### src/fit_block_allocator_assert.svh
// ----------------------------------------------------------------------------
// fit_block_allocator_assert.svh
// assertion macros for the fit block allocator
// ----------------------------------------------------------------------------
`ifndef FIT_BLOCK_ALLOCATOR_ASSERT_SVH
`define FIT_BLOCK_ALLOCATOR_ASSERT_SVH

`ifndef SYNTHESIS

// same-cycle implication, checked out of reset
`define FBA_ASSERT_IMPL(label, clk, rst_n, a, b, msg) \
    label: assert property (@(posedge clk) disable iff (!rst_n) (a) |-> (b)) \
        else $error(msg);

// next-cycle implication, checked out of reset
`define FBA_ASSERT_NEXT(label, clk, rst_n, a, b, msg) \
    label: assert property (@(posedge clk) disable iff (!rst_n) (a) |=> (b)) \
        else $error(msg);

`else

`define FBA_ASSERT_IMPL(label, clk, rst_n, a, b, msg)
`define FBA_ASSERT_NEXT(label, clk, rst_n, a, b, msg)

`endif

`endif

### src/fba_pkg.sv
// ----------------------------------------------------------------------------
// fba_pkg
// shared constants, codes and types of the fit block allocator
// ----------------------------------------------------------------------------
`timescale 1ns / 1ps
`default_nettype none

package fba_pkg;

    // table geometry
    localparam int NUM_BLOCKS = 32;
    localparam int SIZE_BITS  = 16;
    localparam int IDX_BITS   = $clog2(NUM_BLOCKS);

    // fixed field widths of the ports
    localparam int OPC_W   = 2;
    localparam int BIDX_W  = 5;
    localparam int VAL_W   = 16;
    localparam int LIMIT_W = 6;
    localparam int MODE_W  = 2;

    // widths for compares and block addressing
    localparam int CMP_W  = (IDX_BITS + 1 > LIMIT_W) ? IDX_BITS + 1 : LIMIT_W;
    localparam int ADDR_W = (IDX_BITS > BIDX_W) ? IDX_BITS : BIDX_W;

    // opcodes
    localparam logic [OPC_W-1:0] OP_LOAD  = 2'd0;
    localparam logic [OPC_W-1:0] OP_ALLOC = 2'd1;
    localparam logic [OPC_W-1:0] OP_CLEAR = 2'd2;

    // fit modes, anything else acts as first fit
    localparam logic [MODE_W-1:0] MODE_FIRST = 2'd0;
    localparam logic [MODE_W-1:0] MODE_BEST  = 2'd1;
    localparam logic [MODE_W-1:0] MODE_WORST = 2'd2;

    // register indexes
    localparam logic CFG_FIT_MODE      = 1'b0;
    localparam logic CFG_BLOCKS_IN_USE = 1'b1;

    localparam logic [LIMIT_W-1:0] LIMIT_RESET = 6'd32;

    // search token handed from cell to cell
    typedef struct packed {
        logic                 active;
        logic [SIZE_BITS-1:0] request;
        logic                 have;
        logic [IDX_BITS-1:0]  pick;
        logic [SIZE_BITS-1:0] left;
    } tok_t;

    // broadcast control to all cells
    typedef struct packed {
        logic                 load;
        logic                 clear;
        logic                 grant;
        logic [ADDR_W-1:0]    addr;
        logic [SIZE_BITS-1:0] size;
    } cell_ctl_t;

endpackage

`default_nettype wire

### src/fit_block_allocator.sv
// ----------------------------------------------------------------------------
// fit_block_allocator
// first, best or worst fit allocator over a chain of block cells
// ----------------------------------------------------------------------------
// load and clear beats act when accepted; the next beat can follow right after
// an allocate beat walks the cell chain one cell per cycle; SCAN captures the token at
// the chain end, DONE registers the result when the output is free and returns to IDLE;
// the result sits in an output register, so the next beat is taken while it waits
// reset: all blocks free, fit_mode first fit, blocks_in_use 32, sizes undefined
`timescale 1ns / 1ps
`default_nettype none

`include "fit_block_allocator_assert.svh"

module fit_block_allocator (
    input  wire logic        aclk,
    input  wire logic        aresetn,
    // input beats
    input  wire logic        s_tvalid,
    output logic             s_tready,
    input  wire logic [23:0] s_tdata,   // block_index[4:0], size_value[20:5], zero fill
    input  wire logic [1:0]  s_tuser,   // opcode[1:0]
    // result beats
    output logic             m_tvalid,
    input  wire logic        m_tready,
    output logic [23:0]      m_tdata,   // granted_block[4:0], fragment[20:5], zero fill
    output logic             m_tuser,   // found[0]
    // configuration writes
    input  wire logic        cfg_we,
    input  wire logic        cfg_addr,
    input  wire logic [5:0]  cfg_wdata
);

    typedef enum logic [2:0] {
        ST_IDLE = 3'b001,
        ST_SCAN = 3'b010,
        ST_DONE = 3'b100
    } state_t;

    state_t                          state_reg;
    state_t                          state_next;
    logic [fba_pkg::MODE_W-1:0]      fit_mode_reg;
    logic [fba_pkg::LIMIT_W-1:0]     blocks_reg;
    fba_pkg::tok_t                   end_reg;
    fba_pkg::tok_t                   links [fba_pkg::NUM_BLOCKS+1];
    fba_pkg::cell_ctl_t              ctl;
    logic                            in_acc;
    logic                            out_free;
    logic                            m_tvalid_reg;
    logic                            found_reg;
    logic [fba_pkg::BIDX_W-1:0]      grant_reg;
    logic [fba_pkg::VAL_W-1:0]       frag_reg;
    logic [fba_pkg::OPC_W-1:0]       opcode;
    logic [fba_pkg::BIDX_W-1:0]      block_index;
    logic [fba_pkg::VAL_W-1:0]       size_value;

    assign opcode      = s_tuser;
    assign block_index = s_tdata[4:0];
    assign size_value  = s_tdata[20:5];

    assign s_tready = (state_reg == ST_IDLE);
    assign in_acc   = s_tvalid && s_tready;
    assign out_free = !m_tvalid_reg || m_tready;

    // configuration registers
    always_ff @(posedge aclk) begin
        if (!aresetn) begin
            fit_mode_reg <= fba_pkg::MODE_FIRST;
            blocks_reg   <= fba_pkg::LIMIT_RESET;
        end else if (cfg_we) begin
            unique case (cfg_addr)
                fba_pkg::CFG_FIT_MODE:      fit_mode_reg <= cfg_wdata[1:0];
                fba_pkg::CFG_BLOCKS_IN_USE: blocks_reg   <= cfg_wdata;
                default: ;
            endcase
        end
    end

    // token injected into the first cell
    always_comb begin
        links[0].active  = in_acc && (opcode == fba_pkg::OP_ALLOC);
        links[0].request = fba_pkg::SIZE_BITS'(size_value);
        links[0].have    = 1'b0;
        links[0].pick    = '0;
        links[0].left    = '0;
    end

    // broadcast control: load, clear and the grant of a finished search
    always_comb begin
        ctl.load  = in_acc && (opcode == fba_pkg::OP_LOAD);
        ctl.clear = in_acc && (opcode == fba_pkg::OP_CLEAR);
        ctl.grant = (state_reg == ST_DONE) && out_free && end_reg.have;
        ctl.size  = fba_pkg::SIZE_BITS'(size_value);
        if (state_reg == ST_DONE) begin
            ctl.addr = fba_pkg::ADDR_W'(end_reg.pick);
        end else begin
            ctl.addr = fba_pkg::ADDR_W'(block_index);
        end
    end

    // cell chain
    for (genvar g = 0; g < fba_pkg::NUM_BLOCKS; g++) begin : g_cell
        fba_cell u_cell (
            .aclk          (aclk),
            .aresetn       (aresetn),
            .cell_idx      (fba_pkg::IDX_BITS'(g)),
            .fit_mode      (fit_mode_reg),
            .blocks_in_use (blocks_reg),
            .ctl           (ctl),
            .tok_in        (links[g]),
            .tok_out       (links[g+1])
        );
    end

    // sequencer
    always_comb begin
        state_next = state_reg;
        unique case (state_reg)
            ST_IDLE: if (links[0].active)                       state_next = ST_SCAN;
            ST_SCAN: if (links[fba_pkg::NUM_BLOCKS].active)     state_next = ST_DONE;
            ST_DONE: if (out_free)                              state_next = ST_IDLE;
            default:                                            state_next = ST_IDLE;
        endcase
    end

    always_ff @(posedge aclk) begin
        if (!aresetn) begin
            state_reg <= ST_IDLE;
        end else begin
            state_reg <= state_next;
        end
    end

    // capture the token leaving the last cell
    always_ff @(posedge aclk) begin
        if (state_reg == ST_SCAN && links[fba_pkg::NUM_BLOCKS].active) begin
            end_reg <= links[fba_pkg::NUM_BLOCKS];
        end
    end

    // output register
    always_ff @(posedge aclk) begin
        if (!aresetn) begin
            m_tvalid_reg <= 1'b0;
        end else if (state_reg == ST_DONE && out_free) begin
            m_tvalid_reg <= 1'b1;
        end else if (m_tready) begin
            m_tvalid_reg <= 1'b0;
        end
    end

    always_ff @(posedge aclk) begin
        if (state_reg == ST_DONE && out_free) begin
            found_reg <= end_reg.have;
            if (end_reg.have) begin
                grant_reg <= fba_pkg::BIDX_W'(end_reg.pick);
                frag_reg  <= fba_pkg::VAL_W'(end_reg.left);
            end else begin
                grant_reg <= '0;
                frag_reg  <= '0;
            end
        end
    end

    assign m_tvalid = m_tvalid_reg;
    assign m_tuser  = found_reg;
    assign m_tdata  = {3'b000, frag_reg, grant_reg};

    // checks
    `FBA_ASSERT_NEXT(a_alloc_starts_scan, aclk, aresetn, links[0].active, state_reg == ST_SCAN, "allocate beat did not start a scan")
    `FBA_ASSERT_IMPL(a_token_only_in_scan, aclk, aresetn, links[fba_pkg::NUM_BLOCKS].active, state_reg == ST_SCAN, "token left the chain outside a scan")
    `FBA_ASSERT_NEXT(a_done_gives_beat, aclk, aresetn, state_reg == ST_DONE && out_free, m_tvalid && state_reg == ST_IDLE, "finished search produced no result beat")
    `FBA_ASSERT_IMPL(a_no_accept_busy, aclk, aresetn, state_reg != ST_IDLE, !s_tready, "input taken during a search")

endmodule

`default_nettype wire

### src/fba_cell.sv
// ----------------------------------------------------------------------------
// fba_cell
// one table block: size, taken mark and one stage of the search chain
// ----------------------------------------------------------------------------
`timescale 1ns / 1ps
`default_nettype none

module fba_cell (
    input  wire logic                          aclk,
    input  wire logic                          aresetn,
    input  wire logic [fba_pkg::IDX_BITS-1:0]  cell_idx,
    input  wire logic [fba_pkg::MODE_W-1:0]    fit_mode,
    input  wire logic [fba_pkg::LIMIT_W-1:0]   blocks_in_use,
    input  wire fba_pkg::cell_ctl_t            ctl,
    input  wire fba_pkg::tok_t                 tok_in,
    output fba_pkg::tok_t                      tok_out
);

    logic [fba_pkg::SIZE_BITS-1:0] size_reg;
    logic                          taken_reg;
    fba_pkg::tok_t                 tok_reg;
    fba_pkg::tok_t                 tok_next;
    logic                          hit;
    logic                          fits;
    logic [fba_pkg::SIZE_BITS-1:0] rest;

    assign hit  = (fba_pkg::ADDR_W'(cell_idx) == ctl.addr);
    assign rest = size_reg - tok_in.request;

    // block takes part, is free and is large enough
    assign fits = tok_in.active && !taken_reg && (size_reg >= tok_in.request)
               && (fba_pkg::CMP_W'(cell_idx) < fba_pkg::CMP_W'(blocks_in_use));

    // update the running choice
    always_comb begin
        tok_next = tok_in;
        if (fits) begin
            if (!tok_in.have) begin
                tok_next.have = 1'b1;
                tok_next.pick = cell_idx;
                tok_next.left = rest;
            end else if (fit_mode == fba_pkg::MODE_BEST && rest < tok_in.left) begin
                tok_next.pick = cell_idx;
                tok_next.left = rest;
            end else if (fit_mode == fba_pkg::MODE_WORST && rest > tok_in.left) begin
                tok_next.pick = cell_idx;
                tok_next.left = rest;
            end
        end
    end

    // hand token to the next cell
    always_ff @(posedge aclk) begin
        if (!aresetn) begin
            tok_reg.active <= 1'b0;
        end else begin
            tok_reg <= tok_next;
        end
    end

    // taken mark
    always_ff @(posedge aclk) begin
        if (!aresetn) begin
            taken_reg <= 1'b0;
        end else if (ctl.clear) begin
            taken_reg <= 1'b0;
        end else if (ctl.load && hit) begin
            taken_reg <= 1'b0;
        end else if (ctl.grant && hit) begin
            taken_reg <= 1'b1;
        end
    end

    // block size, undefined until loaded
    always_ff @(posedge aclk) begin
        if (ctl.load && hit) begin
            size_reg <= ctl.size;
        end
    end

    assign tok_out = tok_reg;

endmodule

`default_nettype wire
### config.mk
export PLATFORM = sky130hd
export DESIGN_NAME = fit_block_allocator
export DESIGN_NICKNAME = d
export VERILOG_FILES = /design/src/fba_pkg.sv /design/src/fit_block_allocator.sv /design/src/fba_cell.sv
export VERILOG_INCLUDE_DIRS = /design/src /design/src/src
export SDC_FILE = /design/constraint.sdc
export NUM_CORES = 2
export LEC_CHECK = 0
export ABC_AREA = 0
export BUFFER_PORTS_ARGS = -buffer_cell sky130_fd_sc_hd__buf_2
export CAP_MARGIN = 20
export CORE_AREA = 2 2 399 401
export CTS_CLUSTER_DIAMETER = 50
export DETAILED_ROUTE_END_ITERATION = 8
export DIE_AREA = 0 0 401 403
export PLACE_DENSITY = 0.8
export SYNTH_ARGS = -nofsm -noshare
export SYNTH_HDL_FRONTEND = slang
export SYNTH_SLANG_ARGS = --single-unit
### constraint.sdc
create_clock -name aclk -period 5.91 [get_ports aclk]
set_clock_uncertainty 0.15 [all_clocks]
set_input_delay 1.182 -clock aclk [delete_from_list [all_inputs] [get_ports aclk]]
set_output_delay 1.182 -clock aclk [all_outputs]
set_load 0.02 [all_outputs]
==> results by group <==
Yosys
  – Cells after synthesis: 8392
  – Post-synthesis compound-gate area fraction: 0.1048
  – Most frequent cells after synthesis: 1725 x edfxtp_1, 1177 x inv_1, 1008 x ha_1
  – Post-synth top flop: edfxtp_1
  – Post-synthesis xor/xnor area fraction: 0.03315
  – Syn avg cell area: 11.93 sq um
  – Largest area contributor in the netlist: edfxtp_1
  – Async S/R FF share, synth: 0
  – Post-synthesis simple-gate area fraction: 0.08872
  – Count leader, synth: edfxtp_1
  – Synth area leaders: edfxtp_1 52%, ha_1 13%, mux2_2 4.8%, inv_1 4.4%, a21oi_1 2.7%
  – Distinct cell type count after synthesis: 91
  – Number of synthesized flops with an enable pin: 1725
  – Largest family of logic cells by synthesized area: adder cells
  – Area share of the largest cell type after synthesis: 0.5173
  – Sequential element share of the synthesized area: 0.5325
  – Adder-cell share of the synthesized area: 0.1323
  – Seq cells post-synth: 1801
  – Post-synthesis mux area share: 0.05897
  – Cell Area, Synth: 100100 sq um
  – Ys Warns: 0

Clocking
  – Worst-Skew Late Latency: 0.85 ns
  – Clock slew at reported path FFs: 0.06 ns
  – H-tree depth: 4
  – Clk sinks: 1801
  – Hold Buf Count CTS: 0
  – Post-CTS Setup Bufs: 0
  – Root Driver: clkbuf_16
  – CTS buffer count: 201
  – PostCTS Resize Cnt: 0
  – CTS tree: yes
  – Clock tree buffer depth: 3

Route
  – Final ANT Viol Nets: 0
  – Vias: 66900
  – First-pass DRT Iterations: 6
  – Mean number of vias per cell: 6.121
  – Drc violations: 0
  – Wire per inst: 24.01 um
  – DR iter-0 viols: 7176
  – WL final: 262500 um

Final layout
  – Final Core Density: 0.7011
  – Syn-to-layout area delta: 10.25%
  – Filler instances: 11120
  – Share of post-route cells with drive strength above 1: 0.1232
  – Finished Layout Cells: 10930
  – # nets final: 9760
  – Max FFs per register: 1201

STA
  – Final Hold Vio Count: 0
  – Final setup fails: 0
  – Slew @ Worst Pin: 1.186 ns
  – Max Clk Rate: 179.9 MHz
  – RSZ-0062 raised after global routing: false
  – Fin crit share: 0.9404
  – TNS Setup: 0 ns
  – Min Tclk post-route: 5.557 ns
  – Slew margin rel.: 0.1892
  – Final hold slack: 0.2631 ns
  – Max Slew Vio Count: 0

Setup path
  – Slowest stage delay, CP: 0.58 ns
  – Slowest-stage cell, CP: o311ai_0
  – Startpoint Class: flop
  – Crit path DAT: 6.00 ns
  – Critical Path Sink Type: flop
  – CP cell instances: ha_1, fa_1, nor2b_1, o21ai_0, a21boi_0, o21a_1, a21oi_1, o311ai_0, ha_1, nand3_1, or4_1, nand4_1, mux2i_1, a221oi_2, buf_4, mux2_2
  – Required @ worst endpoint: 6.35 ns
  – Critical path buffers and inverters: 1
  – WS Path Type: flop to flop
  – CP delay by family, top: compound AO/OA/AOI/OAI gates
  – Most common cell on crit path: ha_1
  – Worst-path fanout max: 17

Outcome
  – Status: finished clean

Floorplanning
  – Die height: 403 um
  – I/O Pins: 65
  – Core footprint: 157500 sq um
  – Cell Rows: 146
  – Initial Utilization: 0.6359
  – Full die area: 161600 sq um
  – Chip Width: 401 um

Placed design
  – IO buf count: 58
  – DP HPWL: 193000 um
  – Placed cells: 10550
  – Final RePlAce weighted congestion: 0.9581

Power and ir drop
  – LEAKAGE: 0.04588 uW
  – VDD IR max: 0.3546 mV
  – Power density cells: 281.4 nW/um^2

Global route
  – Largest net degree at the start of global routing: 196
  – Antenna violations before repair: 20
  – Vias in the first global route: 64850
  – Gr ovfl total: 0
  – Global Route Usage Sum: 0.3220
  – First-pass GRT wire length: 391000 um

Hold path
  – Min-Delay Path Class: flop to flop

Job
  – Number of max-cap violations: 0
==> cells by family after synthesis <==
| family | after synthesis |
|---|---|
| other | 1 |
| and+or+nand+nor | 1725 |
| DFF | 1801 |
| AOI/OAI and AO/OA | 1628 |
| xor gates and xnor gates | 379 |
| buffers and inverters | 1285 |
| adders and majority gates | 1040 |
| muxes | 533 |
==> cell usage in the layout, fill, tap and decap left out, drive strengths merged, types with 181 or more instances in the layout <==
cell	n
buf	193
nand2	277
ha	1008
a21oi	537
o21ai	297
mux2	438
xnor2	277
edfxtp	1725
clkbuf	228
inv	1201
a21o	181
nor2	415
==> worst reg2reg max path, cell delays in order (launching register included) <==
cell,delay (ns)
edfxtp_1,0.44
ha_1,0.27
fa_1,0.44
nor2b_1,0.12
o21ai_0,0.19
a21boi_0,0.53
o21a_1,0.32
a21oi_1,0.17
o311ai_0,0.58
ha_1,0.22
nand3_1,0.14
or4_1,0.56
nand4_1,0.14
mux2i_1,0.09
a221oi_2,0.27
buf_4,0.31
mux2_2,0.39
==> layer usage <==
metal,up-vias,routed length (um),share of wire,global-route usage
met3,544,20090,0.077,0.04790
li1,31250,-,-,-
met2,2572,123100,0.47,0.5261
met1,32530,107500,0.41,0.4331
met4,4,11760,0.045,0.1345
met5,-,25,0.000095,0
==> path summary, 6_finish.rpt <==
| kind | cells after the start | slack [ns] | to | start |
|---|---|---|---|---|
| worst min-delay path | 0 | 0.26 | end_reg[6]$_DFFE_PP_ | g_cell[31].u_cell.tok_out[6]$_DFFE_PP_ |
| worst max register to register | 16 | 0.35 | g_cell[28].u_cell.tok_out[6]$_DFFE_PP_ | g_cell[27].u_cell.tok_out[22]$_DFFE_PP_ |
| worst max-delay path | 16 | 0.35 | g_cell[28].u_cell.tok_out[6]$_DFFE_PP_ | g_cell[27].u_cell.tok_out[22]$_DFFE_PP_ |
| worst min register to register | 0 | 0.26 | end_reg[6]$_DFFE_PP_ | g_cell[31].u_cell.tok_out[6]$_DFFE_PP_ |
==> power breakdown <==
| group | switching [uW] | internal (uW) |
|---|---|---|
| registers | 338 | 14500 |
| logic | 2190 | 1420 |
| clock network | 5310 | 7260 |
| total | 7840 | 23200 |
==> layout make-up <==
cell class	instances	area, sq um	area share
inverters	1177	4418	0.04002
clock buffers	228	5204	0.04714
flip-flops and latches	1801	53320	0.4830
multi-input cells	5308	41980	0.3802
diodes	5	12.51	0.0001133
repair buffers	193	1419	0.01285
clock inverters	146	1456	0.01319
well taps	2072	2592	0.02348
==> through the flow <==
stage               cell area, sq um  worst slack (ns)  total power [uW]
global route                  110400           0.09968             32140
finish                        110400            0.3525             31070
CTS                           110400            0.5251             31170
detailed placement            103700            0.5820             18660
global placement              103700            0.5889             18540
floorplan                     100100             1.291             17340
No activity file was read; power rests on OpenSTA's default activity.
